`config.mk`:
```
export PLATFORM = sky130hd
export DESIGN_NAME = pagg_queue
export DESIGN_NICKNAME = d
export VERILOG_FILES = /design/src/sv/pagg_pkg.sv /design/src/sv/pagg_queue.sv
export SDC_FILE = /design/constraint.sdc
export NUM_CORES = 1
export LEC_CHECK = 0
export BUFFER_PORTS_ARGS = -buffer_cell sky130_fd_sc_hd__buf_2
export CAP_MARGIN = 10
export CORE_UTILIZATION = 55
export DETAILED_ROUTE_END_ITERATION = 16
export PLACE_DENSITY = 0.82
export SETUP_SLACK_MARGIN = 0.5
export SLEW_MARGIN = 20
export SYNTH_ARGS = -nofsm -noshare
export SYNTH_HDL_FRONTEND = slang
export SYNTH_SLANG_ARGS = --single-unit
```
`constraint.sdc`:
```
create_clock -name clk -period 11.2 [get_ports clk]
set_input_delay 1.12 -clock clk [delete_from_list [all_inputs] [get_ports clk]]
set_output_delay 1.12 -clock clk [all_outputs]
set_load 0.1 [all_outputs]
```
`src/sv/pagg_pkg.sv`:
```
// ----------------------------------------------------------------------------
// Period aggregator package
// Shared sizes, mode codes, state types, the command passed from the front
// end to the back end, and the 48-bit saturation helper.
// ----------------------------------------------------------------------------
`default_nettype none

package pagg_pkg;

  localparam int SLOT_COUNT  = 256;
  localparam int MAX_STEPS   = 1024;

  localparam int SLOT_AW     = (SLOT_COUNT > 1) ? $clog2(SLOT_COUNT) : 1;
  localparam int STEP_W      = $clog2(MAX_STEPS + 1);

  localparam int SLOT_IN_W   = 8;
  localparam int MODE_W      = 3;
  localparam int SAMPLE_W    = 32;
  localparam int WEIGHT_W    = 17;
  localparam int VAL_W       = 48;
  localparam int STEPS_OUT_W = 11;
  localparam int FRAC_W      = 16;
  localparam int PROD_W      = SAMPLE_W + WEIGHT_W + 1;
  localparam int PART_W      = PROD_W - FRAC_W;

  localparam int QUEUE_DEPTH = 2;
  localparam int QUEUE_AW    = (QUEUE_DEPTH > 1) ? $clog2(QUEUE_DEPTH) : 1;

  localparam int SLOT_IN_N   = 2 ** SLOT_IN_W;

  typedef enum logic [MODE_W-1:0] {
    MODE_END   = 3'd0,
    MODE_BEGIN = 3'd1,
    MODE_SUM   = 3'd2,
    MODE_AVG   = 3'd3,
    MODE_MAX   = 3'd4,
    MODE_MIN   = 3'd5
  } agg_mode_t;

  typedef enum logic [1:0] {
    F_IDLE,
    F_MUL,
    F_PUSH
  } front_state_t;

  typedef enum logic [2:0] {
    B_IDLE,
    B_CALC,
    B_DSTART,
    B_DWAIT,
    B_DONE
  } back_state_t;

  typedef logic [SLOT_AW-1:0] slot_idx_t;
  typedef logic [SLOT_AW-1:0] slot_map_t [SLOT_IN_N];

  typedef struct packed {
    slot_idx_t                 slot;
    agg_mode_t                 mode;
    logic                      first;
    logic                      period_end;
    logic signed [VAL_W-1:0]   value;
    logic [STEP_W-1:0]         steps;
  } agg_cmd_t;

  function automatic slot_map_t build_slot_map();
    slot_map_t m;
    for (int i = 0; i < SLOT_IN_N; i++) begin
      m[i] = SLOT_AW'(i % SLOT_COUNT);
    end
    return m;
  endfunction

  // input slot number to accumulator index, wrapped by the slot count
  localparam slot_map_t SLOT_MAP = build_slot_map();

  // clamp a one-bit-grown sum to the signed 48-bit range
  function automatic logic signed [VAL_W-1:0] sat_val(input logic signed [VAL_W:0] v);
    logic signed [VAL_W-1:0] r;
    if (v[VAL_W] != v[VAL_W-1]) begin
      r = {v[VAL_W], {(VAL_W-1){~v[VAL_W]}}};
    end else begin
      r = v[VAL_W-1:0];
    end
    return r;
  endfunction

endpackage

`default_nettype wire

```
`src/sv/pagg_queue.sv`:
```
// ----------------------------------------------------------------------------
// Command queue
// Short register queue between the front end and the back end.
// ----------------------------------------------------------------------------
`default_nettype none

module pagg_queue (
  input  wire logic               clk,
  input  wire logic               rst_n,
  input  wire logic               wr_en,
  input  wire pagg_pkg::agg_cmd_t wr_data,
  output logic                    full,
  input  wire logic               rd_en,
  output pagg_pkg::agg_cmd_t      rd_data,
  output logic                    empty
);
  import pagg_pkg::*;

  agg_cmd_t              entries_r [QUEUE_DEPTH];
  logic [QUEUE_AW-1:0]   wptr_r, wptr_nxt;
  logic [QUEUE_AW-1:0]   rptr_r, rptr_nxt;
  logic [QUEUE_AW:0]     count_r, count_nxt;
  logic                  do_wr, do_rd;

  assign full    = (count_r == (QUEUE_AW+1)'(QUEUE_DEPTH));
  assign empty   = (count_r == '0);
  assign do_wr   = wr_en && !full;
  assign do_rd   = rd_en && !empty;
  assign rd_data = entries_r[rptr_r];

  always_comb begin
    wptr_nxt  = wptr_r;
    rptr_nxt  = rptr_r;
    count_nxt = count_r;
    if (do_wr) begin
      wptr_nxt = (wptr_r == QUEUE_AW'(QUEUE_DEPTH - 1)) ? '0 : wptr_r + QUEUE_AW'(1);
    end
    if (do_rd) begin
      rptr_nxt = (rptr_r == QUEUE_AW'(QUEUE_DEPTH - 1)) ? '0 : rptr_r + QUEUE_AW'(1);
    end
    if (do_wr && !do_rd) begin
      count_nxt = count_r + (QUEUE_AW+1)'(1);
    end else if (do_rd && !do_wr) begin
      count_nxt = count_r - (QUEUE_AW+1)'(1);
    end
  end

  always_ff @(posedge clk) begin
    if (!rst_n) begin
      wptr_r  <= '0;
      rptr_r  <= '0;
      count_r <= '0;
    end else begin
      wptr_r  <= wptr_nxt;
      rptr_r  <= rptr_nxt;
      count_r <= count_nxt;
    end
    if (do_wr) begin
      entries_r[wptr_r] <= wr_data;
    end
  end

endmodule

`default_nettype wire

```
# Word-level counts from Yosys, hierarchy flattened
# Memories as Yosys holds them, arrays and structs flattened. A register that Yosys moved wholly into a read port is not among the register bits.
# Index checks and enable logic that the tools add are counted.
# op_classes
addsub	4
eq_ne	1
mux	8
reduce_logical	10
# op_table
operator	n
1-bit two-way mux	6
1-bit logical AND	4
1-bit zero test	4
2-bit two-way mux	2
1-bit adder, second input constant	2
2-bit by 1-bit adder with 2-bit output, second input constant	1
2-bit equality test, second input constant	1
2-bit zero test	1
2-bit nonzero test	1
2-bit by 1-bit subtractor with 2-bit output, second input constant	1
# totals
mem_bits_rw	144
memories	1
reg_bits	4
word_cells	27
out_inout_bits	74
# mem_list
memory	words	word_bits	rd	rd_clocked_by_memory_dff	wr	line	text
entries_r	2	72	1	1	1	pagg_queue.sv:19	agg_cmd_t entries_r [QUEUE_DEPTH];

# Longest topological paths before layout
# depth
word_depth	7
mapped_depth	7

# Worst setup path after synthesis
# Ideal clock, no wire load.
# synth_timing
path_kind	in2reg
from	in wr_en
to	mem entries_r[0][0] (netlist bit), enable pin
path_stages	2
arrival_time_ns	4.011
t_required_ns	10.709
slack_ns	6.698
cell_sequence	inv_1 > nor3_2
# synth_between
elab_chain_len	3
# synth_rtl
element	line	text
start: declaration	pagg_queue.sv:10	input wire logic wr_en,
1-bit logical AND	pagg_queue.sv:27	assign do_wr = wr_en && !full;
1-bit two-way mux	pagg_queue.sv:58	if (do_wr) begin
1-bit two-way mux (not written as such)	pagg_queue.sv:59	entries_r[wptr_r] <= wr_data;
end: declaration	pagg_queue.sv:19	
# No other way between the ends.

==> reports/results.txt <==
Clock latency on the worst-skew pair = 490 ps
DIE WIDTH = 102 um
Full die area = 10300 um2
Post-DR vias/cell = 5.02
Setup crit start kind = flop
Max_slew headroom = 34.1%
Largest net degree at the start of global routing = 73
Drt first pass iters = 5
Maximum clock rate = 292 MHz
Post-DP HPWL = 5900 um
Post-route ant nets = 0
CTS tree = yes
Max clock buf depth = 2
Worst-Margin Slew = 989 ps
Number of diodes = 0
Final Setup Violations = 0
CP Class = reg -> out
Critical path's slowest cell = dfxtp_4
Distinct cells, synth = 22
CP Max Fanout = 72
Largest family of logic cells by synthesized area = multiplexers
Vias in the first global route = 2848
TritonCTS buffer count = 17
Setup Buffers After CTS = 0
Multi-input gate area = 948 um2
Simple-gate share of the synthesized area = 1.01%
Boundary Pins = 150
Drt wl/cell = 16.8 um
Sequential fraction of the synthesis area = 81.1%
Area Growth Syn to Fin = 26.0%
RSZ-0062 raised after global routing = false
Yosys reg bits = 149
Clock skew = 7.84 ps
DRT iter0 DRCs = 103
Worst Min Path Start = count_r[1]$_SDFFE_PN0P_
Tightest Hold Check Type = reg -> reg
Post-layout util = 73.0%
M2 GR Usage = 32.3%
Gate Count Post-Synth = 249
Period utilization = 30.6%
CTS resizes = 0
Crit end category = output port
Routability cong. = 0.731
Met3 Resource Use GR = 5.73%
Final Non-Filler Cells = 552
Synthesized-area fraction occupied by adder cells = 0.229%
Delay of the slowest critical-path stage = 960 ps
Crit path depth = 2
Fillers = 598
Critical path, cell by cell = mux2_2 > buf_2
Worst-path clk slew = 60 ps
Reg-to-reg startpoint = count_r[0]$_SDFFE_PN0P_
Slew Limit Fails = 0
DP Area = 6310 um2
First-pass GRT wire length = 13500 um
Synth Area in XOR/XNOR = 0.482%
Worst endpoint required time = 10080 ps
Fin nets = 488
Setup TNS = 0 ps
Layout cells sized above 1 = 58.9%
Final WL = 9250 um
Clock sinks = 149
Total grt overflow = 0
Core area = 9420 um2
Chip height = 102 um
Starting Density = 57.9%
Cell Area, Synth = 5450 um2
Dpl cells = 521
Synth Area in Compound Gates = 0.597%
CP endpoint = rd_data[68]
Synth warn = 0
Routed vias = 2771
Min Tclk post-route = 3420 ps
Max-cap viol count = 0
Endpoints failing hold = 0
Flop2flop setup slack = 9300 ps
Port Buffers = 149
Critical Path AT = 2300 ps
Cell depth of the worst flop-to-flop path = 2
Worst Path Buf+Inv = 1
Met1 usage = 20.6%
Mean Syn Cell Area = 21.9 um2
Clock root buffer master = clkbuf_8
Drc violations = 0
Clock H-tree levels = 4
Number of core rows = 35
Hold Buf Count CTS = 0
Syn_nets = 326
Post-synthesis mux area share = 14.9%
Most Crowded Layer GR = met2
Initial antenna violation count = 0
Gr usage total = 18.3%
Sequential cell area = 4430 um2
Status = complete, no violations
Reg-to-reg endpoint = entries_r[1][57]$_DFFE_PP_
Top cell family by delay on the critical path = flip-flops
Post-route cell area = 6870 um2
==> synthesized netlist by cell type <==
library cell | number | area, um2
edfxtp_1 | 144 | 4320
o21a_1 | 1 | 7.51
mux2_1 | 7 | 78.8
a21boi_1 | 1 | 7.51
inv_1 | 1 | 3.75
nand2b_1 | 1 | 6.26
or3_1 | 1 | 6.26
mux2_2 | 65 | 732
dfxtp_1 | 5 | 100
xnor2_1 | 2 | 17.5
o21ai_1 | 1 | 5.00
a21boi_0 | 1 | 7.51
xor2_1 | 1 | 8.76
o21ai_0 | 1 | 5.00
and2_1 | 3 | 18.8
inv_2 | 1 | 3.75
nor3_2 | 1 | 10.0
buf_6 | 7 | 78.8
and3_1 | 1 | 6.26
ha_1 | 1 | 12.5
nor2_1 | 2 | 7.51
buf_2 | 1 | 5.00
==> layer usage <==
metal / part of all wire, % / wire length (um)
met4: 0.61 / 56
met2: 54 / 5030
met1: 40 / 3740
met3: 4.5 / 418
met5: 0 / 0
==> worst min path at each step <==
stage	to	slack (ps)	cells after the start
after floorplan	count_r[1]$_SDFFE_PN0P_	480	2
after global placement	count_r[1]$_SDFFE_PN0P_	500	2
after detailed placement	count_r[1]$_SDFFE_PN0P_	520	2
after CTS	count_r[1]$_SDFFE_PN0P_	520	2
after global routing	count_r[1]$_SDFFE_PN0P_	550	2
final	count_r[1]$_SDFFE_PN0P_	520	2
==> stage by stage <==
step	hold slack (ps)	setup slack, ps
final	523	7780
after global routing	546	7650
after CTS	524	7760
after detailed placement	515	8300
after global placement	498	8320
after floorplan	483	6700
==> final cells by class <==
cell class                 instances  area share, %
clock buffer                      17           6.03
tap                              129           2.35
clock inverter                    14           2.19
timing repair buffer             151           11.1
multi-input combinational         90           13.8
inverter                           2          0.109
sequential                       149           64.5
==> worst reg2reg max path, delay by kind of cell (launching register included) <==
kind | cells | cell delay (ps)
flip-flops | 1 | 430
AND/OR/NAND/NOR | 2 | 1060
==> cells in the final DEF, fill, tap and decap left out, types with 2 or more instances in the layout <==
cell type   count
bufinv_16       2
mux2_2         65
clkbuf_16      16
buf_4           2
xnor2_1         2
clkinvlp_4      4
nor2_1          2
clkinv_1        2
and2_1          3
edfxtp_1      144
inv_6           5
dfxtp_1         4
mux2_1          7
buf_2         149
==> cells by family after synthesis <==
| logic type | after synthesis |
|---|---|
| compound gates | 5 |
| simple gates | 9 |
| buf+inv | 10 |
| flops | 149 |
| fa+ha+maj | 1 |
| mux | 72 |
| xor+xnor | 3 |
==> flip-flops by register name (all words and copies together) (netlist names), named ones only <==
signal,cells
wptr_r,1
entries_r,144
rptr_r,1
count_r,2
Power is left out: the tool's default activity adds up to more than one toggle a clock period on the data nets, which glitch-free logic cannot reach.
