### src/sv/pagg_pkg.sv
// ----------------------------------------------------------------------------
// Period aggregator package
// Shared sizes, mode codes, state types, the command passed from the front
// end to the back end, and the 48-bit saturation helper.
// ----------------------------------------------------------------------------
`default_nettype none

package pagg_pkg;

  localparam int SLOT_COUNT  = 256;
  localparam int MAX_STEPS   = 1024;

  localparam int SLOT_AW     = (SLOT_COUNT > 1) ? $clog2(SLOT_COUNT) : 1;
  localparam int STEP_W      = $clog2(MAX_STEPS + 1);

  localparam int SLOT_IN_W   = 8;
  localparam int MODE_W      = 3;
  localparam int SAMPLE_W    = 32;
  localparam int WEIGHT_W    = 17;
  localparam int VAL_W       = 48;
  localparam int STEPS_OUT_W = 11;
  localparam int FRAC_W      = 16;
  localparam int PROD_W      = SAMPLE_W + WEIGHT_W + 1;
  localparam int PART_W      = PROD_W - FRAC_W;

  localparam int QUEUE_DEPTH = 2;
  localparam int QUEUE_AW    = (QUEUE_DEPTH > 1) ? $clog2(QUEUE_DEPTH) : 1;

  localparam int SLOT_IN_N   = 2 ** SLOT_IN_W;

  typedef enum logic [MODE_W-1:0] {
    MODE_END   = 3'd0,
    MODE_BEGIN = 3'd1,
    MODE_SUM   = 3'd2,
    MODE_AVG   = 3'd3,
    MODE_MAX   = 3'd4,
    MODE_MIN   = 3'd5
  } agg_mode_t;

  typedef enum logic [1:0] {
    F_IDLE,
    F_MUL,
    F_PUSH
  } front_state_t;

  typedef enum logic [2:0] {
    B_IDLE,
    B_CALC,
    B_DSTART,
    B_DWAIT,
    B_DONE
  } back_state_t;

  typedef logic [SLOT_AW-1:0] slot_idx_t;
  typedef logic [SLOT_AW-1:0] slot_map_t [SLOT_IN_N];

  typedef struct packed {
    slot_idx_t                 slot;
    agg_mode_t                 mode;
    logic                      first;
    logic                      period_end;
    logic signed [VAL_W-1:0]   value;
    logic [STEP_W-1:0]         steps;
  } agg_cmd_t;

  function automatic slot_map_t build_slot_map();
    slot_map_t m;
    for (int i = 0; i < SLOT_IN_N; i++) begin
      m[i] = SLOT_AW'(i % SLOT_COUNT);
    end
    return m;
  endfunction

  // input slot number to accumulator index, wrapped by the slot count
  localparam slot_map_t SLOT_MAP = build_slot_map();

  // clamp a one-bit-grown sum to the signed 48-bit range
  function automatic logic signed [VAL_W-1:0] sat_val(input logic signed [VAL_W:0] v);
    logic signed [VAL_W-1:0] r;
    if (v[VAL_W] != v[VAL_W-1]) begin
      r = {v[VAL_W], {(VAL_W-1){~v[VAL_W]}}};
    end else begin
      r = v[VAL_W-1:0];
    end
    return r;
  endfunction

endpackage

`default_nettype wire

### src/sv/pagg_front.sv
// ----------------------------------------------------------------------------
// Period aggregator front end
// Accepts items, keeps the step count and period flag, folds weighted cell
// parts into the scratch register and queues one command per element.
// ----------------------------------------------------------------------------
`default_nettype none

module pagg_front (
  input  wire logic                                clk,
  input  wire logic                                rst_n,
  input  wire logic                                push,
  output logic                                     full,
  input  wire logic                                in_new_step,
  input  wire logic                                in_period_end,
  input  wire logic [pagg_pkg::SLOT_IN_W-1:0]      in_slot,
  input  wire logic [pagg_pkg::MODE_W-1:0]         in_agg_mode,
  input  wire logic                                in_cell_domain,
  input  wire logic signed [pagg_pkg::SAMPLE_W-1:0] in_sample_value,
  input  wire logic [pagg_pkg::WEIGHT_W-1:0]       in_weight,
  input  wire logic                                in_last_part,
  output logic                                     q_push,
  input  wire logic                                q_full,
  output pagg_pkg::agg_cmd_t                       q_cmd
);
  import pagg_pkg::*;

  localparam logic signed [PROD_W-1:0] ROUND_HALF = PROD_W'(2 ** (FRAC_W - 1));

  front_state_t               state_r, state_nxt;
  logic [STEP_W-1:0]          step_r, step_nxt;
  logic                       closed_r;
  logic signed [VAL_W-1:0]    scratch_r, scratch_nxt;
  logic signed [PROD_W-1:0]   prod_r;

  slot_idx_t                  slot_r;
  agg_mode_t                  mode_r;
  logic                       pe_r, cell_r, last_r;
  logic signed [SAMPLE_W-1:0] sample_r;
  logic [WEIGHT_W-1:0]        weight_r;

  logic                       accept;
  logic                       scratch_upd;
  logic signed [PART_W-1:0]   part;
  logic signed [VAL_W:0]      sum_w;
  logic signed [VAL_W-1:0]    total;

  // next state
  always_comb begin
    state_nxt = state_r;
    case (state_r)
      F_IDLE: begin
        if (push) begin
          state_nxt = in_cell_domain ? F_MUL : F_PUSH;
        end
      end
      F_MUL: begin
        state_nxt = F_PUSH;
      end
      F_PUSH: begin
        if ((cell_r && !last_r) || !q_full) begin
          state_nxt = F_IDLE;
        end
      end
      default: begin
        state_nxt = F_IDLE;
      end
    endcase
  end

  // outputs
  always_comb begin
    full        = 1'b1;
    q_push      = 1'b0;
    scratch_upd = 1'b0;
    case (state_r)
      F_IDLE: begin
        full = 1'b0;
      end
      F_MUL: begin
        full = 1'b1;
      end
      F_PUSH: begin
        q_push      = (!cell_r || last_r) && !q_full;
        scratch_upd = cell_r && (!last_r || !q_full);
      end
      default: begin
        full = 1'b1;
      end
    endcase
  end

  assign accept = push && !full;

  // step count: restart after a closed period, else count up to the limit
  always_comb begin
    step_nxt = step_r;
    if (accept && in_new_step) begin
      if (closed_r) begin
        step_nxt = STEP_W'(1);
      end else if (step_r < STEP_W'(MAX_STEPS)) begin
        step_nxt = step_r + STEP_W'(1);
      end
    end
  end

  assign part  = prod_r[PROD_W-1:FRAC_W];
  assign sum_w = (VAL_W+1)'(scratch_r) + (VAL_W+1)'(part);
  assign total = sat_val(sum_w);

  // a last part clears the scratch, other parts hold the running total
  always_comb begin
    scratch_nxt = scratch_r;
    if (scratch_upd) begin
      scratch_nxt = last_r ? '0 : total;
    end
  end

  always_comb begin
    q_cmd.slot       = slot_r;
    q_cmd.mode       = mode_r;
    q_cmd.first      = (step_r == STEP_W'(1));
    q_cmd.period_end = pe_r;
    q_cmd.value      = cell_r ? total : VAL_W'(sample_r);
    q_cmd.steps      = step_r;
  end

  always_ff @(posedge clk) begin
    if (!rst_n) begin
      state_r   <= F_IDLE;
      step_r    <= '0;
      closed_r  <= 1'b0;
      scratch_r <= '0;
    end else begin
      state_r   <= state_nxt;
      step_r    <= step_nxt;
      scratch_r <= scratch_nxt;
      if (accept) begin
        closed_r <= in_period_end;
      end
    end
    if (accept) begin
      slot_r   <= SLOT_MAP[in_slot];
      mode_r   <= agg_mode_t'(in_agg_mode);
      pe_r     <= in_period_end;
      cell_r   <= in_cell_domain;
      sample_r <= in_sample_value;
      weight_r <= in_weight;
      last_r   <= in_last_part;
    end
    if (state_r == F_MUL) begin
      prod_r <= (PROD_W'(sample_r) * PROD_W'($signed({1'b0, weight_r}))) + ROUND_HALF;
    end
  end

  a_step_bound: assert property (@(posedge clk) disable iff (!rst_n)
    step_r <= STEP_W'(MAX_STEPS))
    else $error("step count above its limit");

  a_step_restart: assert property (@(posedge clk) disable iff (!rst_n)
    accept && in_new_step && closed_r |=> step_r == STEP_W'(1))
    else $error("step count did not restart after a closed period");

  a_closed_track: assert property (@(posedge clk) disable iff (!rst_n)
    accept |=> closed_r == $past(in_period_end))
    else $error("period flag does not follow the last item");

endmodule

`default_nettype wire

### config.mk
export PLATFORM = sky130hd
export DESIGN_NAME = pagg_front
export DESIGN_NICKNAME = d
export VERILOG_FILES = /design/src/sv/pagg_pkg.sv /design/src/sv/pagg_front.sv
export SDC_FILE = /design/constraint.sdc
export NUM_CORES = 2
export LEC_CHECK = 0
export ABC_AREA = 0
export BUFFER_PORTS_ARGS = -buffer_cell sky130_fd_sc_hd__buf_4
export CAP_MARGIN = 40
export CORE_UTILIZATION = 59
export DETAILED_ROUTE_END_ITERATION = 12
export MAX_ROUTING_LAYER = met4
export PLACE_DENSITY = 0.8
export SLEW_MARGIN = 10
export SYNTH_ARGS = -nofsm -noshare
export SYNTH_HDL_FRONTEND = slang
export SYNTH_SLANG_ARGS = --single-unit
### constraint.sdc
create_clock -name clk -period 6.6 [get_ports clk]
set_input_delay 1.32 -clock clk [delete_from_list [all_inputs] [get_ports clk]]
set_output_delay 1.32 -clock clk [all_outputs]
set_load 0.01 [all_outputs]
After elaboration in Yosys (flattened, before gate mapping)

Memories as Yosys holds them, arrays and structs flattened. A register that Yosys moved wholly into a read port is not among the register bits.
Cells that the tools add are included.

Input bits: 68
ROM bits: 2048
Flip-flop bits (word level): 167
Logic and storage cells: 52
Memories: 1

Memory list:

| memory           | words | bits a word | read ports | clocked after memory_dff | write ports | RTL line          | RTL |
|---|---|---|---|---|---|---|---|
| (name not given) | 256   | 8           | 1          | 1                        | 0           | pagg_front.sv:142 | `slot_r <= SLOT_MAP[in_slot];` |

Add/subtract/negate cells: 3
Muxes and demuxes: 12
Eq/ne operators: 6
Bitwise operators: 2
Reduce and logical (&&, ||, !) cells: 15
Multipliers: 1
Magnitude comparators: 1

Operators with widths:

| cell                                                                    | number |
|---|---|
| 48-bit two-way mux                                                      | 3 |
| 50-bit by 17-bit adder with 50-bit output (second input constant)       | 1 |
| 32-bit by 18-bit multiplier with 50-bit output                          | 1 |
| 48-bit by 34-bit adder with 49-bit output                               | 1 |
| 11-bit two-way mux                                                      | 2 |
| 11-bit by 1-bit adder with 11-bit output (second input constant)        | 1 |
| 11-bit by 1-bit equality test with 1-bit output (second input constant) | 1 |
| 11-bit < comparator (second input constant)                             | 1 |
| 8-bit inverter with 9-bit output                                        | 1 |
| 2-bit two-way mux                                                       | 3 |
| 2-bit one-hot mux with 3 select lines                                   | 1 |
| 1-bit logical AND                                                       | 5 |
| 2-bit != test (second input constant)                                   | 2 |
| 2-bit AND reduction                                                     | 2 |
| 1-bit logical NOT                                                       | 3 |
| 1-bit logical OR                                                        | 3 |
| 1-bit two-way mux                                                       | 3 |
| 2-bit by 1-bit equality test with 1-bit output (second input constant)  | 1 |
| 2-bit equality test (second input constant)                             | 1 |
| 2-bit logical NOT                                                       | 1 |
| 2-bit nonzero test                                                      | 1 |
| 1-bit != test                                                           | 1 |
| 1-bit inverter                                                          | 1 |

Longest topological paths before layout

Depth in word-level cells: 5
Mapped depth: 25
Mapped depth without buffers: 23

Least setup slack after synthesis

No wires, ideal clock.

Path kind: flip-flop to flip-flop
Start: reg sample_r[15]
End: reg prod_r[40] (data pin)
Data required time: 6.336 ns
Data arrival time: 6.254 ns
Library setup time: 0.264 ns
Buffers on the path: 1
Stages on the path, launching flop included: 23
Setup slack: 0.082 ns
Period minus slack after synthesis: 6.518 ns
Cell sequence: edfxtp_1 -> clkbuf_1 -> and2_1 -> fa_1 -> inv_1 -> fa_1 -> fa_1 -> inv_1 -> fa_1 -> fa_1 -> inv_1 -> fa_1 -> inv_1 -> ha_1 -> a21o_1 -> a221oi_1 -> o221ai_1 -> o21bai_1 -> a21oi_1 -> o211a_1 -> o21ai_0 -> a221oi_1 -> xnor2_1

Word-level cells in the longest chain between the ends: 2

RTL lines:

| what                                           | RTL line          | RTL |
|---|---|---|
| start, declared                                | pagg_front.sv:38  | `logic signed [SAMPLE_W-1:0] sample_r;` |
| start signal, assigned                         | pagg_front.sv:146 | `sample_r <= in_sample_value;` |
| 32-bit by 18-bit multiplier with 50-bit output | pagg_front.sv:151 | `prod_r <= (PROD_W'(sample_r) * PROD_W'($signed({1'b0, weight_r}))) + ROUND_HALF;` |
| 50-bit by 17-bit adder with 50-bit output      | pagg_front.sv:151 |  |
| end signal, assigned                           | pagg_front.sv:151 |  |
| end, declared                                  | pagg_front.sv:33  | `logic signed [PROD_W-1:0] prod_r;` |

Every way passes these cells.
A chain may end at the register's enable or synchronous reset.

Worst setup path in the final report

Start: reg sample_r[5]
End: reg prod_r[47] (data pin)

The elaborated chain is that of the path after synthesis.

==> run_results.csv <==
group,metric,value,unit
worst_setup_path,reg2reg_depth,22,
sta,slew_viol_final,0,
routing,first_pass_iters,9,
clocking,cts.root.buffer_cell,"clkbuf_16",
routing,top_layer_used,"met4",
global_route,antenna_found_initial,0,
clocking,clock-sinks,159,
sta,clock.fmax,0.155,GHz
routing,ant_nets,0,
routing,drc_errors,6,
routing,drt_iter0_drc,1548,
layout,antenna_cells,0,
worst_setup_path,arrival,6.70,ns
synthesis,synth.distinct_cells,79,
sta,holdWs,0.458,ns
worst_setup_path,crit_path_start_kind,"flip-flop",
global_route,grt_pass1_vias,23200,
placed_design,globalplace.congestion,0.973,
worst_setup_path,path_class,"reg -> reg",
floorplan,die_area,48300,µm²
global_route,grtUsageTotal,32.6,%
global_route,grt-ovfl-total,0,
sta,clock_skew,0.0155,ns
global_route,grt_max_degree,61,
clocking,path_clk_slew,0.08,ns
outcome,violations,"design-rule violations",
placed_design,io_buffers,141,
layout,drive_gt1_share,13.0,%
synthesis,ys_warn_count,0,
synthesis,synthFlopType,"edfxtp_1",
synthesis,syn-cell-area,28000,µm²
hold_path,min_from,"scratch_r[21]",
worst_setup_path,crit_fanout,5,
global_route,grt_pass1_wl,118,mm
layout,final_util,67.6,%
hold_path,min_to,"scratch_r[21]",
layout,layout_common_cells,"586 x inv_1, 517 x fa_1, 386 x and2_1, 292 x buf_4, 265 x nand2_1",
worst_setup_path,rr_startpoint,"sample_r[5]",
synthesis,async_flop_share,0,%
sta,hold_viol,0,
floorplan,row_count,79,
synthesis,synth_cells,2981,
routing,post_drt_wl_per_cell,19.3,µm
sta,slew_headroom,45.8,%
layout,final_common_cell,"inv_1",
routing,wl_met3,4.29,mm
hold_path,hold_depth,2,
synthesis,synth-seq-area-share,14.8,%
placed_design,place_hpwl,59.7,mm
synthesis,ys_ff_latch,159,
sta,rsz0062_at_grt,"yes",
floorplan,die_x,220,µm
synthesis,synth_fp_nets,3767,
clocking,cts_made_buffers,17,
synthesis,syn-mean-instance-area,9.39,µm²
hold_path,hold_path.class,"reg -> reg",
floorplan,core_area,46700,µm²
placed_design,dp.cells,3726,
synthesis,synth_edf_count,97,
sta,final-setup-viol-count,0,
floorplan,die_y,220,µm
sta,worst_pin_slew,0.813,ns
routing,finalWirelength,73.4,mm
floorplan,ios,142,
routing,met1_length,29.2,mm
worst_setup_path,r2r_end,"prod_r[47]",
outcome,status,"complete, but fails checks",
layout,final_nets,3962,
worst_setup_path,crit_required,6.83,ns
routing,via_count,21700,
sta,period_share,98.0,%
clocking,clock_latency,0.50,ns
worst_setup_path,rrSetupSlack,0.13,ns
sta,setup_tns,0,ns
clocking,cts_tree,"built",
sta,min_period,6.47,ns
routing,vias_per_cell,5.73,
routing,met2RoutedLength,36.9,mm
worst_setup_path,end_kind,"flip-flop",
clocking,htree_levels,4,
job,maxCapViolations,0,
layout,fillers,3566,
clocking,cts_buffer_depth,2,
layout,area_growth,12.6,%
floorplan,start_util,60.0,%
layout,fin_cells,3796,
[what timing repair did]
item | CTS | global route
pin swaps | 2 | 11
endpoints found under the setup margin | 16 | 18
gates cloned | 0 | 2
resized for setup | 10 | 37
buffers inserted | 16 | 19
hold buffers | 0 | 0
[logic make-up after synthesis]
group | after synthesis | share of synthesized area (%)
muxes | 5 | 0.188
AOI/OAI and AO/OA | 406 | 9.54
xor gates and xnor gates | 80 | 2.50
buffers and inverters | 726 | 10.0
and+or+nand+nor | 887 | 16.9
DFF | 159 | 14.8
adders and majority gates | 718 | 46.0
[per-stage QoR]
| step | setup slack (ns) | area, µm² |
|---|---|---|
| 6_report | 0.130 | 31500 |
| 5_1_grt | -0.0893 | 31500 |
| 4_1_cts | 0.0342 | 31100 |
| 3_5_place_dp | -0.245 | 30400 |
| 3_3_place_gp | -0.0273 | 30400 |
| 2_1_floorplan | 0.0820 | 28000 |
[state kept, by name (all words and copies together), names as in the netlist]
signal / count
sample_r: 32
last_r: 1
slot_r: 8
step_r: 11
scratch_r: 48
state_r: 2
pe_r: 1
cell_r: 1
closed_r: 1
prod_r: 34
weight_r: 17
mode_r: 3
[worst max-delay path by stage]
stage	start	to	slack [ns]	cells past startpoint
after floorplan	sample_r[15]	prod_r[40]	0.08	22
after global placement	sample_r[7]	prod_r[42]	-0.03	20
after detailed placement	sample_r[8]	prod_r[47]	-0.25	22
after CTS	sample_r[8]	prod_r[47]	0.03	22
after global routing	sample_r[14]	prod_r[47]	-0.09	23
final	sample_r[5]	prod_r[47]	0.13	22
[synth_stat cells (9+ instances only)]
cell | instances | area, µm²
buf_2 | 13 | 65.1
ha_1 | 197 | 2460
a211oi_1 | 9 | 67.6
o21bai_1 | 18 | 135
nor3_1 | 38 | 190
nand4_1 | 26 | 163
dfxtp_1 | 62 | 1240
inv_1 | 586 | 2200
a21oi_1 | 96 | 480
and2_1 | 387 | 2420
o21ai_1 | 47 | 235
fa_1 | 521 | 10400
xnor2_1 | 52 | 455
nor2_1 | 68 | 255
nor3_2 | 14 | 140
a21o_1 | 51 | 383
edfxtp_1 | 97 | 2910
nand3_1 | 27 | 135
and3_1 | 10 | 62.6
o21a_1 | 13 | 97.6
o21ai_0 | 65 | 325
o2bb2ai_1 | 31 | 272
nor2b_1 | 13 | 81.3
clkbuf_1 | 115 | 432
xor2_1 | 28 | 245
nand2_1 | 265 | 995
a31oi_1 | 10 | 62.6
[metal layers]
layer | track usage, % | vias to the layer above
li1 | - | 9709
met1 | 39.8 | 11000
met2 | 54.6 | 830
met3 | 4.35 | 203
met4 | 13.7 | 0
met5 | - | -
[critical path, stage by stage (launching register included)]
cell,delay [ns]
edfxtp_1,0.49
buf_4,0.20
buf_4,0.16
and2_1,0.17
fa_1,0.48
fa_1,0.57
fa_1,0.45
fa_1,0.47
fa_1,0.49
inv_1,0.05
fa_1,0.47
inv_1,0.06
ha_4,0.28
nand4_1,0.20
nor3_4,0.27
o41ai_4,0.13
o21bai_4,0.27
a211oi_2,0.11
buf_4,0.17
nor4b_4,0.27
nor3_1,0.09
o21ba_2,0.22
xnor2_1,0.13
[final cells by class]
type	count	area [µm²]	share of cell area [%]
clock buffer	17	425	1.35
clock inverter	15	145	0.460
inverter	587	2200	6.99
multi-input combinational	2096	21300	67.5
sequential	159	4150	13.2
tap	607	759	2.41
timing repair buffer	315	2570	8.16
Power is not shown: default switching activity piles up to over one toggle a cycle in this logic, so the estimate is an artifact.
